File: src/rtl/double_ema_filter_assert.svh
// -----------------------------------------------------------------------------
// Double EMA filter assertion macros
// Shared property forms for the filter's internal checks. Every user of these
// macros has signals named clock and reset in scope.
// -----------------------------------------------------------------------------
`ifndef DOUBLE_EMA_FILTER_ASSERT_SVH
`define DOUBLE_EMA_FILTER_ASSERT_SVH

// Same-cycle implication, disabled while reset is high.
`define DEMA_ASSERT_IMP(label, ante, cons, msg) \
   label: assert property (@(posedge clock) disable iff (reset) (ante) |-> (cons)) \
      else $error(msg);

// Next-cycle implication, disabled while reset is high.
`define DEMA_ASSERT_NXT(label, ante, cons, msg) \
   label: assert property (@(posedge clock) disable iff (reset) (ante) |=> (cons)) \
      else $error(msg);

`endif

File: src/rtl/dema_pkg.sv
// -----------------------------------------------------------------------------
// Double EMA filter package
// Constants, register indexes and the command and status bundles shared by
// the controller and the datapath.
// -----------------------------------------------------------------------------
package dema_pkg;

   // Default sample width (signed Q15.16).
   localparam int DEFAULT_SAMPLE_WIDTH = 32;

   // Fraction bits of all fixed point values.
   localparam int FRAC_BITS = 16;

   // Register widths.
   localparam int PERIOD_WIDTH = 11;
   localparam int COEF_WIDTH   = 17;

   // Largest seed period; longer periods are clamped to it.
   localparam logic [PERIOD_WIDTH-1:0] MAX_PERIOD = PERIOD_WIDTH'(1024);

   // One in Q1.16; coefficients saturate here.
   localparam logic [COEF_WIDTH-1:0] ONE_Q16 = COEF_WIDTH'(65536);

   // Register reset values.
   localparam logic [PERIOD_WIDTH-1:0] PERIOD_RESET    = PERIOD_WIDTH'(30);
   localparam logic [COEF_WIDTH-1:0]   ALPHA_RESET     = COEF_WIDTH'(4228);
   localparam logic [COEF_WIDTH-1:0]   INV_PERIOD_RESET = COEF_WIDTH'(2185);

   // Register indexes (byte address divided by four).
   localparam int REG_INDEX_WIDTH = 2;
   localparam logic [REG_INDEX_WIDTH-1:0] REG_PERIOD     = 2'd0;
   localparam logic [REG_INDEX_WIDTH-1:0] REG_ALPHA      = 2'd1;
   localparam logic [REG_INDEX_WIDTH-1:0] REG_INV_PERIOD = 2'd2;

   // Configuration port widths.
   localparam int ADDR_WIDTH = REG_INDEX_WIDTH + 2;
   localparam int DATA_WIDTH = 32;

   // Stage select codes.
   localparam logic STAGE_ONE = 1'b0;
   localparam logic STAGE_TWO = 1'b1;

   // Commands from the controller to the datapath.
   typedef struct packed {
      logic take;      // latch the accepted input beat
      logic prep;      // advance count and sum, set up multiplier operands
      logic mul;       // register the product
      logic rnd;       // round, saturate and write the stage EMA
      logic stage;     // stage that prep and rnd work on
      logic load_out;  // load the result register
      logic out_ok;    // the loaded result is valid
   } dema_cmd_type;

   // Status from the datapath to the controller.
   typedef struct packed {
      logic sample_ok;  // latched sample is a number
      logic seeded;     // selected stage already counts as seeded
      logic seed_now;   // selected stage reaches its period with this value
      logic out_busy;   // result register holds a beat that is not taken
   } dema_stat_type;

endpackage

File: src/rtl/dema_req_if.sv
// -----------------------------------------------------------------------------
// Double EMA filter input channel
// Valid/ready channel that carries one sample and its validity flag per beat.
// -----------------------------------------------------------------------------
interface dema_req_if #(
   parameter int SAMPLE_WIDTH = dema_pkg::DEFAULT_SAMPLE_WIDTH
) ();
   logic                           valid;
   logic                           ready;
   logic signed [SAMPLE_WIDTH-1:0] sample;
   logic                           sample_valid;

   modport source (output valid, output sample, output sample_valid, input ready);
   modport sink   (input valid, input sample, input sample_valid, output ready);
endinterface

File: src/rtl/dema_rsp_if.sv
// -----------------------------------------------------------------------------
// Double EMA filter result channel
// Valid/ready channel that carries one DEMA value and its validity flag per beat.
// -----------------------------------------------------------------------------
interface dema_rsp_if #(
   parameter int SAMPLE_WIDTH = dema_pkg::DEFAULT_SAMPLE_WIDTH
) ();
   logic                             valid;
   logic                             ready;
   logic signed [SAMPLE_WIDTH+1:0]   dema_value;
   logic                             dema_valid;

   modport source (output valid, output dema_value, output dema_valid, input ready);
   modport sink   (input valid, input dema_value, input dema_valid, output ready);
endinterface

File: src/rtl/double_ema_filter.sv
// A valid item passes through each of the two EMA stages in three steps (operand
// setup, multiply, round) on the one shared multiplier; then the result register
// is loaded once it is free, and only then is the next sample accepted.
// An invalid sample, or a stage still seeding, ends the sequence early.
// Synchronous active-high reset clears counts, sums and EMAs and restores registers.
// -----------------------------------------------------------------------------
// Double EMA filter top level
// DEMA over signed Q15.16 samples with NaN skipping, seeded means and APB-style
// configuration of period, alpha and period reciprocal.
// -----------------------------------------------------------------------------
module double_ema_filter #(
   parameter int SAMPLE_WIDTH = dema_pkg::DEFAULT_SAMPLE_WIDTH
) (
   input  logic                             clock,
   input  logic                             reset,
   input  logic                             psel,
   input  logic                             penable,
   input  logic                             pwrite,
   input  logic [dema_pkg::ADDR_WIDTH-1:0]  paddr,
   input  logic [dema_pkg::DATA_WIDTH-1:0]  pwdata,
   output logic [dema_pkg::DATA_WIDTH-1:0]  prdata,
   output logic                             pready,
   dema_req_if.sink                         req_bus,
   dema_rsp_if.source                       rsp_bus
);

   logic [dema_pkg::PERIOD_WIDTH-1:0] period_length;
   logic [dema_pkg::COEF_WIDTH-1:0]   alpha_q16;
   logic [dema_pkg::COEF_WIDTH-1:0]   inv_period_q16;
   dema_pkg::dema_cmd_type            cmd;
   dema_pkg::dema_stat_type           stat;

   // Configuration registers.
   dema_csr u_csr (
      .clock          (clock),
      .reset          (reset),
      .psel           (psel),
      .penable        (penable),
      .pwrite         (pwrite),
      .paddr          (paddr),
      .pwdata         (pwdata),
      .prdata         (prdata),
      .pready         (pready),
      .period_length  (period_length),
      .alpha_q16      (alpha_q16),
      .inv_period_q16 (inv_period_q16)
   );

   // Sequencer.
   dema_ctrl u_ctrl (
      .clock    (clock),
      .reset    (reset),
      .in_valid (req_bus.valid),
      .in_ready (req_bus.ready),
      .stat     (stat),
      .cmd      (cmd)
   );

   // Arithmetic and state.
   dema_dp #(
      .SAMPLE_WIDTH (SAMPLE_WIDTH)
   ) u_dp (
      .clock          (clock),
      .reset          (reset),
      .sample         (req_bus.sample),
      .sample_valid   (req_bus.sample_valid),
      .period_length  (period_length),
      .alpha_q16      (alpha_q16),
      .inv_period_q16 (inv_period_q16),
      .cmd            (cmd),
      .stat           (stat),
      .out_valid      (rsp_bus.valid),
      .out_ready      (rsp_bus.ready),
      .dema_value     (rsp_bus.dema_value),
      .dema_valid     (rsp_bus.dema_valid)
   );

endmodule

File: src/rtl/dema_csr.sv
// -----------------------------------------------------------------------------
// Double EMA filter configuration registers
// APB-style register file for the seed period, alpha and the period reciprocal.
// -----------------------------------------------------------------------------
module dema_csr (
   input  logic                                 clock,
   input  logic                                 reset,
   input  logic                                 psel,
   input  logic                                 penable,
   input  logic                                 pwrite,
   input  logic [dema_pkg::ADDR_WIDTH-1:0]      paddr,
   input  logic [dema_pkg::DATA_WIDTH-1:0]      pwdata,
   output logic [dema_pkg::DATA_WIDTH-1:0]      prdata,
   output logic                                 pready,
   output logic [dema_pkg::PERIOD_WIDTH-1:0]    period_length,
   output logic [dema_pkg::COEF_WIDTH-1:0]      alpha_q16,
   output logic [dema_pkg::COEF_WIDTH-1:0]      inv_period_q16
);

   logic [dema_pkg::PERIOD_WIDTH-1:0]    period_ff;
   logic [dema_pkg::COEF_WIDTH-1:0]      alpha_ff;
   logic [dema_pkg::COEF_WIDTH-1:0]      inv_ff;
   logic [dema_pkg::REG_INDEX_WIDTH-1:0] index;
   logic                                 write_en;

   // The port never stalls.
   assign pready   = 1'b1;
   assign index    = paddr[dema_pkg::ADDR_WIDTH-1:2];
   assign write_en = psel && penable && pwrite;

   // Register writes land in the access phase.
   always_ff @(posedge clock) begin
      if (reset) begin
         period_ff <= dema_pkg::PERIOD_RESET;
         alpha_ff  <= dema_pkg::ALPHA_RESET;
         inv_ff    <= dema_pkg::INV_PERIOD_RESET;
      end else if (write_en) begin
         case (index)
            dema_pkg::REG_PERIOD:     period_ff <= pwdata[dema_pkg::PERIOD_WIDTH-1:0];
            dema_pkg::REG_ALPHA:      alpha_ff  <= pwdata[dema_pkg::COEF_WIDTH-1:0];
            dema_pkg::REG_INV_PERIOD: inv_ff    <= pwdata[dema_pkg::COEF_WIDTH-1:0];
            default: ;
         endcase
      end
   end

   // Read mux; unmapped addresses read as zero.
   always_comb begin
      case (index)
         dema_pkg::REG_PERIOD:     prdata = dema_pkg::DATA_WIDTH'(period_ff);
         dema_pkg::REG_ALPHA:      prdata = dema_pkg::DATA_WIDTH'(alpha_ff);
         dema_pkg::REG_INV_PERIOD: prdata = dema_pkg::DATA_WIDTH'(inv_ff);
         default:                  prdata = '0;
      endcase
   end

   assign period_length  = period_ff;
   assign alpha_q16      = alpha_ff;
   assign inv_period_q16 = inv_ff;

endmodule

File: src/rtl/dema_ctrl.sv
// -----------------------------------------------------------------------------
// Double EMA filter controller
// Sequences one item through the two EMA stages on the shared multiplier and
// hands the result to the output register.
// -----------------------------------------------------------------------------
`include "double_ema_filter_assert.svh"

module dema_ctrl (
   input  logic                    clock,
   input  logic                    reset,
   input  logic                    in_valid,
   output logic                    in_ready,
   input  dema_pkg::dema_stat_type stat,
   output dema_pkg::dema_cmd_type  cmd
);

   typedef enum logic [2:0] {
      IDLE,
      S1_PREP,
      S1_MUL,
      S1_RND,
      S2_PREP,
      S2_MUL,
      S2_RND,
      DONE
   } state_type;

   state_type state_ff, state_in;
   logic      ok_ff, ok_in;

   // Next state and result validity.
   always_comb begin
      state_in = state_ff;
      ok_in    = ok_ff;
      case (state_ff)
         IDLE: begin
            if (in_valid) begin
               state_in = S1_PREP;
               ok_in    = 1'b0;
            end
         end
         S1_PREP: begin
            if (stat.sample_ok && (stat.seeded || stat.seed_now)) begin
               state_in = S1_MUL;
            end else begin
               state_in = DONE;
            end
         end
         S1_MUL: state_in = S1_RND;
         S1_RND: state_in = S2_PREP;
         S2_PREP: begin
            if (stat.seeded || stat.seed_now) begin
               state_in = S2_MUL;
            end else begin
               state_in = DONE;
            end
         end
         S2_MUL: state_in = S2_RND;
         S2_RND: begin
            state_in = DONE;
            ok_in    = 1'b1;
         end
         DONE: begin
            if (!stat.out_busy) begin
               state_in = IDLE;
            end
         end
         default: state_in = IDLE;
      endcase
   end

   // State and result flag.
   always_ff @(posedge clock) begin
      if (reset) begin
         state_ff <= IDLE;
         ok_ff    <= 1'b0;
      end else begin
         state_ff <= state_in;
         ok_ff    <= ok_in;
      end
   end

   // Commands decoded from the state.
   assign in_ready     = (state_ff == IDLE);
   assign cmd.take     = (state_ff == IDLE) && in_valid;
   assign cmd.prep     = (state_ff == S1_PREP) || (state_ff == S2_PREP);
   assign cmd.mul      = (state_ff == S1_MUL) || (state_ff == S2_MUL);
   assign cmd.rnd      = (state_ff == S1_RND) || (state_ff == S2_RND);
   assign cmd.stage    = ((state_ff == S2_PREP) || (state_ff == S2_RND)) ?
                         dema_pkg::STAGE_TWO : dema_pkg::STAGE_ONE;
   assign cmd.load_out = (state_ff == DONE) && !stat.out_busy;
   assign cmd.out_ok   = ok_ff;

   // An accepted beat always starts stage one next.
   `DEMA_ASSERT_NXT(a_take_starts, cmd.take, state_ff == S1_PREP, "take did not start stage one")
   // A result never overwrites one that is still waiting.
   `DEMA_ASSERT_IMP(a_load_free, cmd.load_out, !stat.out_busy, "result register overwritten")

endmodule

File: src/rtl/dema_dp.sv
// -----------------------------------------------------------------------------
// Double EMA filter datapath
// Stage counters and sums, the two EMA registers, one shared multiplier with
// rounding and saturation, and the result register.
// -----------------------------------------------------------------------------
`include "double_ema_filter_assert.svh"

module dema_dp #(
   parameter int SAMPLE_WIDTH = dema_pkg::DEFAULT_SAMPLE_WIDTH
) (
   input  logic                                 clock,
   input  logic                                 reset,
   input  logic signed [SAMPLE_WIDTH-1:0]       sample,
   input  logic                                 sample_valid,
   input  logic [dema_pkg::PERIOD_WIDTH-1:0]    period_length,
   input  logic [dema_pkg::COEF_WIDTH-1:0]      alpha_q16,
   input  logic [dema_pkg::COEF_WIDTH-1:0]      inv_period_q16,
   input  dema_pkg::dema_cmd_type               cmd,
   output dema_pkg::dema_stat_type              stat,
   output logic                                 out_valid,
   input  logic                                 out_ready,
   output logic signed [SAMPLE_WIDTH+1:0]       dema_value,
   output logic                                 dema_valid
);

   localparam int SUM_WIDTH  = SAMPLE_WIDTH + 10;
   localparam int OPB_WIDTH  = dema_pkg::COEF_WIDTH + 1;
   localparam int PROD_WIDTH = SUM_WIDTH + OPB_WIDTH;
   localparam int ACC_WIDTH  = PROD_WIDTH + 1;
   localparam int RND_WIDTH  = ACC_WIDTH - dema_pkg::FRAC_BITS;
   localparam int OUT_WIDTH  = SAMPLE_WIDTH + 2;
   localparam int PW         = dema_pkg::PERIOD_WIDTH;

   localparam logic signed [ACC_WIDTH-1:0] HALF_Q16 =
      ACC_WIDTH'(1) <<< (dema_pkg::FRAC_BITS - 1);

   logic signed [SAMPLE_WIDTH-1:0] sample_ff;
   logic                           sample_ok_ff;
   logic [PW-1:0]                  count1_ff, count2_ff;
   logic signed [SUM_WIDTH-1:0]    sum1_ff, sum2_ff;
   logic signed [SAMPLE_WIDTH-1:0] ema1_ff, ema2_ff;
   logic signed [SUM_WIDTH-1:0]    opa_ff;
   logic signed [OPB_WIDTH-1:0]    opb_ff;
   logic                           upd_ff;
   logic signed [PROD_WIDTH-1:0]   prod_ff;
   logic                           out_valid_ff;
   logic                           out_ok_ff;
   logic signed [OUT_WIDTH-1:0]    out_value_ff;

   logic [PW-1:0]                  eff_period;
   logic [dema_pkg::COEF_WIDTH-1:0] alpha_eff, inv_eff;
   logic signed [SAMPLE_WIDTH-1:0] x_sel, ema_sel;
   logic [PW-1:0]                  count_sel, count_next;
   logic signed [SUM_WIDTH-1:0]    sum_sel, sum_next, diff;
   logic                           seeded, seed_now, prep_en;
   logic signed [ACC_WIDTH-1:0]    ema_term, acc;
   logic [RND_WIDTH-1:0]           rounded;
   logic [RND_WIDTH-SAMPLE_WIDTH:0] top_bits;
   logic signed [SAMPLE_WIDTH-1:0] ema_new;
   logic signed [OUT_WIDTH-1:0]    dema_calc;

   // Clamp the configuration to its working ranges.
   always_comb begin
      if (period_length == '0) begin
         eff_period = PW'(1);
      end else if (period_length > dema_pkg::MAX_PERIOD) begin
         eff_period = dema_pkg::MAX_PERIOD;
      end else begin
         eff_period = period_length;
      end
      alpha_eff = (alpha_q16 > dema_pkg::ONE_Q16) ? dema_pkg::ONE_Q16 : alpha_q16;
      inv_eff   = (inv_period_q16 > dema_pkg::ONE_Q16) ? dema_pkg::ONE_Q16 : inv_period_q16;
   end

   // Stage selection: stage two runs on the fresh stage-one EMA.
   assign x_sel     = (cmd.stage == dema_pkg::STAGE_TWO) ? ema1_ff : sample_ff;
   assign ema_sel   = (cmd.stage == dema_pkg::STAGE_TWO) ? ema2_ff : ema1_ff;
   assign count_sel = (cmd.stage == dema_pkg::STAGE_TWO) ? count2_ff : count1_ff;
   assign sum_sel   = (cmd.stage == dema_pkg::STAGE_TWO) ? sum2_ff : sum1_ff;

   assign seeded     = (count_sel >= eff_period);
   assign count_next = count_sel + PW'(1);
   assign seed_now   = (count_next >= eff_period);
   assign sum_next   = sum_sel + SUM_WIDTH'(x_sel);
   assign diff       = SUM_WIDTH'(x_sel) - SUM_WIDTH'(ema_sel);
   assign prep_en    = cmd.prep && ((cmd.stage == dema_pkg::STAGE_TWO) || sample_ok_ff);

   // Input beat register.
   always_ff @(posedge clock) begin
      if (reset) begin
         sample_ok_ff <= 1'b0;
      end else if (cmd.take) begin
         sample_ok_ff <= sample_valid;
      end
   end

   always_ff @(posedge clock) begin
      if (cmd.take) begin
         sample_ff <= sample;
      end
   end

   // Seeding counts and sums; a seeded stage leaves them alone.
   always_ff @(posedge clock) begin
      if (reset) begin
         count1_ff <= '0;
         count2_ff <= '0;
         sum1_ff   <= '0;
         sum2_ff   <= '0;
      end else if (prep_en && !seeded) begin
         if (cmd.stage == dema_pkg::STAGE_TWO) begin
            count2_ff <= count_next;
            sum2_ff   <= sum_next;
         end else begin
            count1_ff <= count_next;
            sum1_ff   <= sum_next;
         end
      end
   end

   // Multiplier operands: alpha*(x-ema) to update, sum*inv_period to seed.
   always_ff @(posedge clock) begin
      if (prep_en) begin
         if (seeded) begin
            opa_ff <= diff;
            opb_ff <= OPB_WIDTH'(alpha_eff);
            upd_ff <= 1'b1;
         end else begin
            opa_ff <= sum_next;
            opb_ff <= OPB_WIDTH'(inv_eff);
            upd_ff <= 1'b0;
         end
      end
   end

   // Shared multiplier.
   always_ff @(posedge clock) begin
      if (cmd.mul) begin
         prod_ff <= opa_ff * opb_ff;
      end
   end

   // Add back ema*one for an update, round half up and saturate.
   always_comb begin
      ema_term = ACC_WIDTH'(ema_sel) <<< dema_pkg::FRAC_BITS;
      acc      = ACC_WIDTH'(prod_ff) + (upd_ff ? ema_term : '0) + HALF_Q16;
      rounded  = acc[ACC_WIDTH-1:dema_pkg::FRAC_BITS];
      top_bits = rounded[RND_WIDTH-1:SAMPLE_WIDTH-1];
      if ((&top_bits) || !(|top_bits)) begin
         ema_new = rounded[SAMPLE_WIDTH-1:0];
      end else begin
         ema_new = {rounded[RND_WIDTH-1], {(SAMPLE_WIDTH-1){~rounded[RND_WIDTH-1]}}};
      end
   end

   // EMA registers.
   always_ff @(posedge clock) begin
      if (reset) begin
         ema1_ff <= '0;
         ema2_ff <= '0;
      end else if (cmd.rnd) begin
         if (cmd.stage == dema_pkg::STAGE_TWO) begin
            ema2_ff <= ema_new;
         end else begin
            ema1_ff <= ema_new;
         end
      end
   end

   // DEMA = 2*ema1 - ema2, exact in two extra bits.
   assign dema_calc = {ema1_ff[SAMPLE_WIDTH-1], ema1_ff, 1'b0} -
                      {{2{ema2_ff[SAMPLE_WIDTH-1]}}, ema2_ff};

   // Result register; it frees the controller while a beat waits.
   always_ff @(posedge clock) begin
      if (reset) begin
         out_valid_ff <= 1'b0;
         out_ok_ff    <= 1'b0;
         out_value_ff <= '0;
      end else if (cmd.load_out) begin
         out_valid_ff <= 1'b1;
         out_ok_ff    <= cmd.out_ok;
         out_value_ff <= cmd.out_ok ? dema_calc : '0;
      end else if (out_ready) begin
         out_valid_ff <= 1'b0;
      end
   end

   assign out_valid  = out_valid_ff;
   assign dema_valid = out_ok_ff;
   assign dema_value = out_value_ff;

   assign stat.sample_ok = sample_ok_ff;
   assign stat.seeded    = seeded;
   assign stat.seed_now  = seed_now;
   assign stat.out_busy  = out_valid_ff && !out_ready;

   // An invalid result always carries a zero value.
   `DEMA_ASSERT_IMP(a_invalid_zero, out_valid_ff && !out_ok_ff, out_value_ff == '0, "invalid result not zero")
   // Counts stop at the largest period.
   `DEMA_ASSERT_IMP(a_count_cap, 1'b1, (count1_ff <= dema_pkg::MAX_PERIOD) && (count2_ff <= dema_pkg::MAX_PERIOD), "stage count past limit")
   // Stage two only advances once stage one has produced a value.
   `DEMA_ASSERT_IMP(a_stage_order, count2_ff != '0, count1_ff != '0, "stage two ahead of stage one")

endmodule

File: src/flat_wrapper.sv
// flat-port wrapper written by rule: the top's interface ports become plain ports
module double_ema_filter_flat 
#(
   parameter int SAMPLE_WIDTH = dema_pkg::DEFAULT_SAMPLE_WIDTH
)
  (clock, reset, psel, penable, pwrite, paddr, pwdata, prdata, pready, req_bus_valid, req_bus_sample, req_bus_sample_valid, req_bus_ready, rsp_bus_valid, rsp_bus_dema_value, rsp_bus_dema_valid, rsp_bus_ready);
  dema_req_if #(.SAMPLE_WIDTH(SAMPLE_WIDTH)) req_bus_i ();
  dema_rsp_if #(.SAMPLE_WIDTH(SAMPLE_WIDTH)) rsp_bus_i ();
  input  logic clock;
  input  logic reset;
  input  logic psel;
  input  logic penable;
  input  logic pwrite;
  input  logic [dema_pkg::ADDR_WIDTH-1:0] paddr;
  input  logic [dema_pkg::DATA_WIDTH-1:0] pwdata;
  output logic [dema_pkg::DATA_WIDTH-1:0] prdata;
  output logic pready;
  input wire logic [$bits(req_bus_i.valid)-1:0] req_bus_valid;
  input wire logic [$bits(req_bus_i.sample)-1:0] req_bus_sample;
  input wire logic [$bits(req_bus_i.sample_valid)-1:0] req_bus_sample_valid;
  output wire logic [$bits(req_bus_i.ready)-1:0] req_bus_ready;
  output wire logic [$bits(rsp_bus_i.valid)-1:0] rsp_bus_valid;
  output wire logic [$bits(rsp_bus_i.dema_value)-1:0] rsp_bus_dema_value;
  output wire logic [$bits(rsp_bus_i.dema_valid)-1:0] rsp_bus_dema_valid;
  input wire logic [$bits(rsp_bus_i.ready)-1:0] rsp_bus_ready;
  assign req_bus_i.valid = req_bus_valid;
  assign req_bus_i.sample = req_bus_sample;
  assign req_bus_i.sample_valid = req_bus_sample_valid;
  assign req_bus_ready = req_bus_i.ready;
  assign rsp_bus_valid = rsp_bus_i.valid;
  assign rsp_bus_dema_value = rsp_bus_i.dema_value;
  assign rsp_bus_dema_valid = rsp_bus_i.dema_valid;
  assign rsp_bus_i.ready = rsp_bus_ready;
  double_ema_filter #(.SAMPLE_WIDTH(SAMPLE_WIDTH)) u_core (.clock(clock), .reset(reset), .psel(psel), .penable(penable), .pwrite(pwrite), .paddr(paddr), .pwdata(pwdata), .prdata(prdata), .pready(pready), .req_bus(req_bus_i), .rsp_bus(rsp_bus_i));
endmodule
File: config.mk
export PLATFORM = sky130hd
export DESIGN_NAME = double_ema_filter_flat
export DESIGN_NICKNAME = d
export VERILOG_FILES = /design/src/rtl/dema_pkg.sv /design/src/rtl/dema_req_if.sv /design/src/rtl/dema_rsp_if.sv /design/src/rtl/double_ema_filter.sv /design/src/rtl/dema_csr.sv /design/src/rtl/dema_ctrl.sv /design/src/rtl/dema_dp.sv /design/src/flat_wrapper.sv
export VERILOG_INCLUDE_DIRS = /design/src /design/src/rtl
export SDC_FILE = /design/constraint.sdc
export NUM_CORES = 2
export LEC_CHECK = 0
export ABC_AREA = 1
export ABC_CLOCK_PERIOD_IN_PS = 5500
export BUFFER_PORTS_ARGS = -buffer_cell sky130_fd_sc_hd__buf_2
export CORE_UTILIZATION = 23
export DETAILED_ROUTE_END_ITERATION = 7
export SETUP_SLACK_MARGIN = 0.3
export SYNTH_ARGS = -nofsm -noshare
export SYNTH_HDL_FRONTEND = slang
export SYNTH_HIERARCHICAL = 1
export SYNTH_SLANG_ARGS = --single-unit
export TNS_END_PERCENT = 30
File: constraint.sdc
create_clock -name clock -period 5.5 [get_ports clock]
set_input_delay 0.825 -clock clock [delete_from_list [all_inputs] [get_ports clock]]
set_output_delay 0.825 -clock clock [all_outputs]
set_load 0.02 [all_outputs]
==> results.tsv <==
metric	value	unit
Buf/Inv on CP	10	
Port Buffer Count	112	
GPL Wtd Cong	0.958	
FF+latch count, synth	393	
post-synthesis area per instance	7.12	um2
CTS tree	yes	
predominant post-synthesis flop cell	dfxtp_1	
initial core utilization	0.232	
Synth area leader	fa_1	
YS warnings	6	
post-DR wirelength/cell	15.9	um
Worst-Skew Late Latency	0.62	ns
H-tree depth	2	
failing checks	negative setup slack	
highest-count cells in the layout ignoring fill and taps	nand2_1 (1873), inv_1 (1688), fa_1 (652)	
total overflow reported by the global router	0	
fin nets	8789	
Tot GR Track Use	0.146	
arrival time at the worst endpoint	6.54	ns
P&R area growth vs syn	21.6	%
sequential cell area	0.00924	mm2
asr flop ratio synth	0	
Clock Tree Buf Depth	3	
Final period util	1.12	
CP delay by family, top	adder cells	
Synth top area share	0.258	
WL final	171000	um
RSZ-0062 raised after global routing	true	
Die Width	479	um
Num CTS Buffers	45	
core box area	0.225	mm2
area of the multi-input gates	0.0367	mm2
hold path cells	1	
status	complete, but fails checks	
drt pass-1 iters	6	
Final Hold Viols	0	
Stages on worst setup path	28	
CTS root buf	clkbuf_16	
WP data required	5.88	ns
Max Clock Freq	162	MHz
pin count of the biggest net entering global routing	92	
Worst-path clk slew	0.07	ns
Cell variety after synth	58	
global-route wire length before repair	263000	um
Area contributors post-synth	fa_1 (26%), nand2_1 (14%), inv_1 (13%)	
type of the tightest min-delay check	input pin to flip-flop	
post-route ant nets	0	
max incr delay on CP	0.55	ns
Final HPWL DP	139000	um
initial antenna violation count	18	
fillers	24600	
DRC viols	0	
Slew headroom	0.181	
Chip Height	479	um
Via density	4.35	
share of cells above drive strength 1	0.139	
final std cells w/o fill	10800	
reg2reg path depth	28	
Slew Viols, Final	0	
Die ar.	0.229	mm2
most common cell after layout, fill and taps aside	nand2_1	
Sink Count	393	
Syn Std Cell Area	0.0523	mm2
CP Launch Type	flip-flop	
Setup Crit Path Kind	flip-flop to flip-flop	
via count of the routed design	46900	
Least-Margin Pin Slew	1.23	ns
maxcap violations	0	
Worst Slack Setup Final	-0.661	ns
Placed Cells	10600	
minimum clock period	6.16	ns
vias in the first global route	46100	
setup slack, reg-to-reg	-0.66	ns
# setup viols final	44	
CP max FO	8	
clk_skew	0.0272	ns
Critical Path End Type	flip-flop	
Post-synth EDFFs	137	
register area share after synthesis	0.177	
I/O pin count	146	
Syn Inst Count	7342	
CP max-delay cell	fa_1	
FP Rows	174	
drt first-iter violations	3333	
## metrics by stage
stage,TNS [ns],utilization,setup WS [ns],area [um2],hold WS (ns)
final,-18.44,0.282,-0.661,63500,0.384
after global routing,-27.02,0.282,-0.848,63500,0.360
after CTS,-17.50,0.274,-0.623,61800,0.344
after detailed placement,-20.17,0.266,-0.698,59900,0.438
after global placement,-20.70,0.266,-0.704,59900,0.432
after floorplan,-0.355,-,-0.0743,53000,0.417
## cell families after synthesis
family	Yosys count	share of synthesized area
adders and majority gates	980	0.331
and+or+nand+nor	2748	0.210
AOI/OAI and AO/OA	996	0.105
buffers and inverters	2083	0.153
xor gates and xnor gates	140	0.0235
other	2	0.000144
DFF	393	0.177
## worst paths after layout
path	end	start
worst max-delay path	u_core/u_dp/prod_ff[38]$_DFFE_PP_	u_core/u_dp/opb_ff[6]$_DFFE_PP_
worst min-delay path	u_core/u_dp/sample_ff[25]$_DFFE_PP_	req_bus_sample[25]
worst max register to register	u_core/u_dp/prod_ff[38]$_DFFE_PP_	u_core/u_dp/opb_ff[6]$_DFFE_PP_
worst min register to register	u_core/u_dp/sum1_ff[11]$_SDFFE_PP0P_	u_core/u_dp/sum1_ff[11]$_SDFFE_PP0P_
## what timing repair did
| item | 4_1_cts | 5_1_grt |
|---|---|---|
| hold buffers | 0 | 0 |
| cloned | 3 | 7 |
| pin swaps | 22 | 107 |
| buffers inserted | 7 | 53 |
| resized for setup | 71 | 307 |
| endpoints found under the setup margin | 45 | 145 |
## routing by layer
| metal | global-route usage | wire length, um | vias up |
|---|---|---|---|
| li1 | - | - | 22900 |
| met1 | 0.194 | 76300 | 22500 |
| met2 | 0.252 | 81500 | 1163 |
| met3 | 0.0150 | 9180 | 223 |
| met4 | 0.0322 | 4400 | 4 |
| met5 | 0 | 30 | - |
## synthesized netlist by cell type (19+ instances only)
library cell	n
nand2_1	1933
inv_1	1749
fa_1	673
a21oi_1	430
nor2_1	414
o21ai_0	350
ha_1	307
clkbuf_1	257
dfxtp_1	256
nand3_1	245
edfxtp_1	137
xor2_1	88
a31oi_1	57
xnor2_1	52
nor3_1	39
nand4_1	35
o21a_1	31
buf_4	30
o21bai_1	24
a21o_1	23
nor4_1	22
or2_2	21
o211ai_1	19
## sequential cells by signal, indices dropped and copies added, names as in the netlist
name	cells
u_core/u_ctrl/ok_ff	1
u_core/u_dp/count2_ff	11
u_core/u_dp/opb_ff	17
u_core/u_csr/period_length	11
u_core/u_dp/opa_ff	42
u_core/u_ctrl/state_ff	3
u_core/u_dp/dema_valid	1
u_core/u_dp/dema_value	34
u_core/u_dp/ema1_ff	32
u_core/u_dp/ema2_ff	32
u_core/u_dp/sum1_ff	42
u_core/u_dp/out_valid	1
u_core/u_csr/inv_period_q16	17
u_core/u_dp/count1_ff	11
u_core/u_dp/sample_ff	32
u_core/u_dp/sample_ok_ff	1
u_core/u_dp/sum2_ff	42
u_core/u_dp/prod_ff	45
u_core/u_csr/alpha_q16	17
u_core/u_dp/upd_ff	1
## layout make-up
cell class	count	share of cell area
Multi-Input combinational cell	4880	0.578
Tap cell	2992	0.0589
Clock inverter	30	0.00544
Antenna cell	7	0.000276
Timing Repair Buffer	647	0.0890
Inverter	1766	0.104
Sequential cell	393	0.145
Clock buffer	53	0.0182
Power is left out: the tool's default activity adds up to more than one toggle a clock period on the data nets, which glitch-free logic cannot reach.
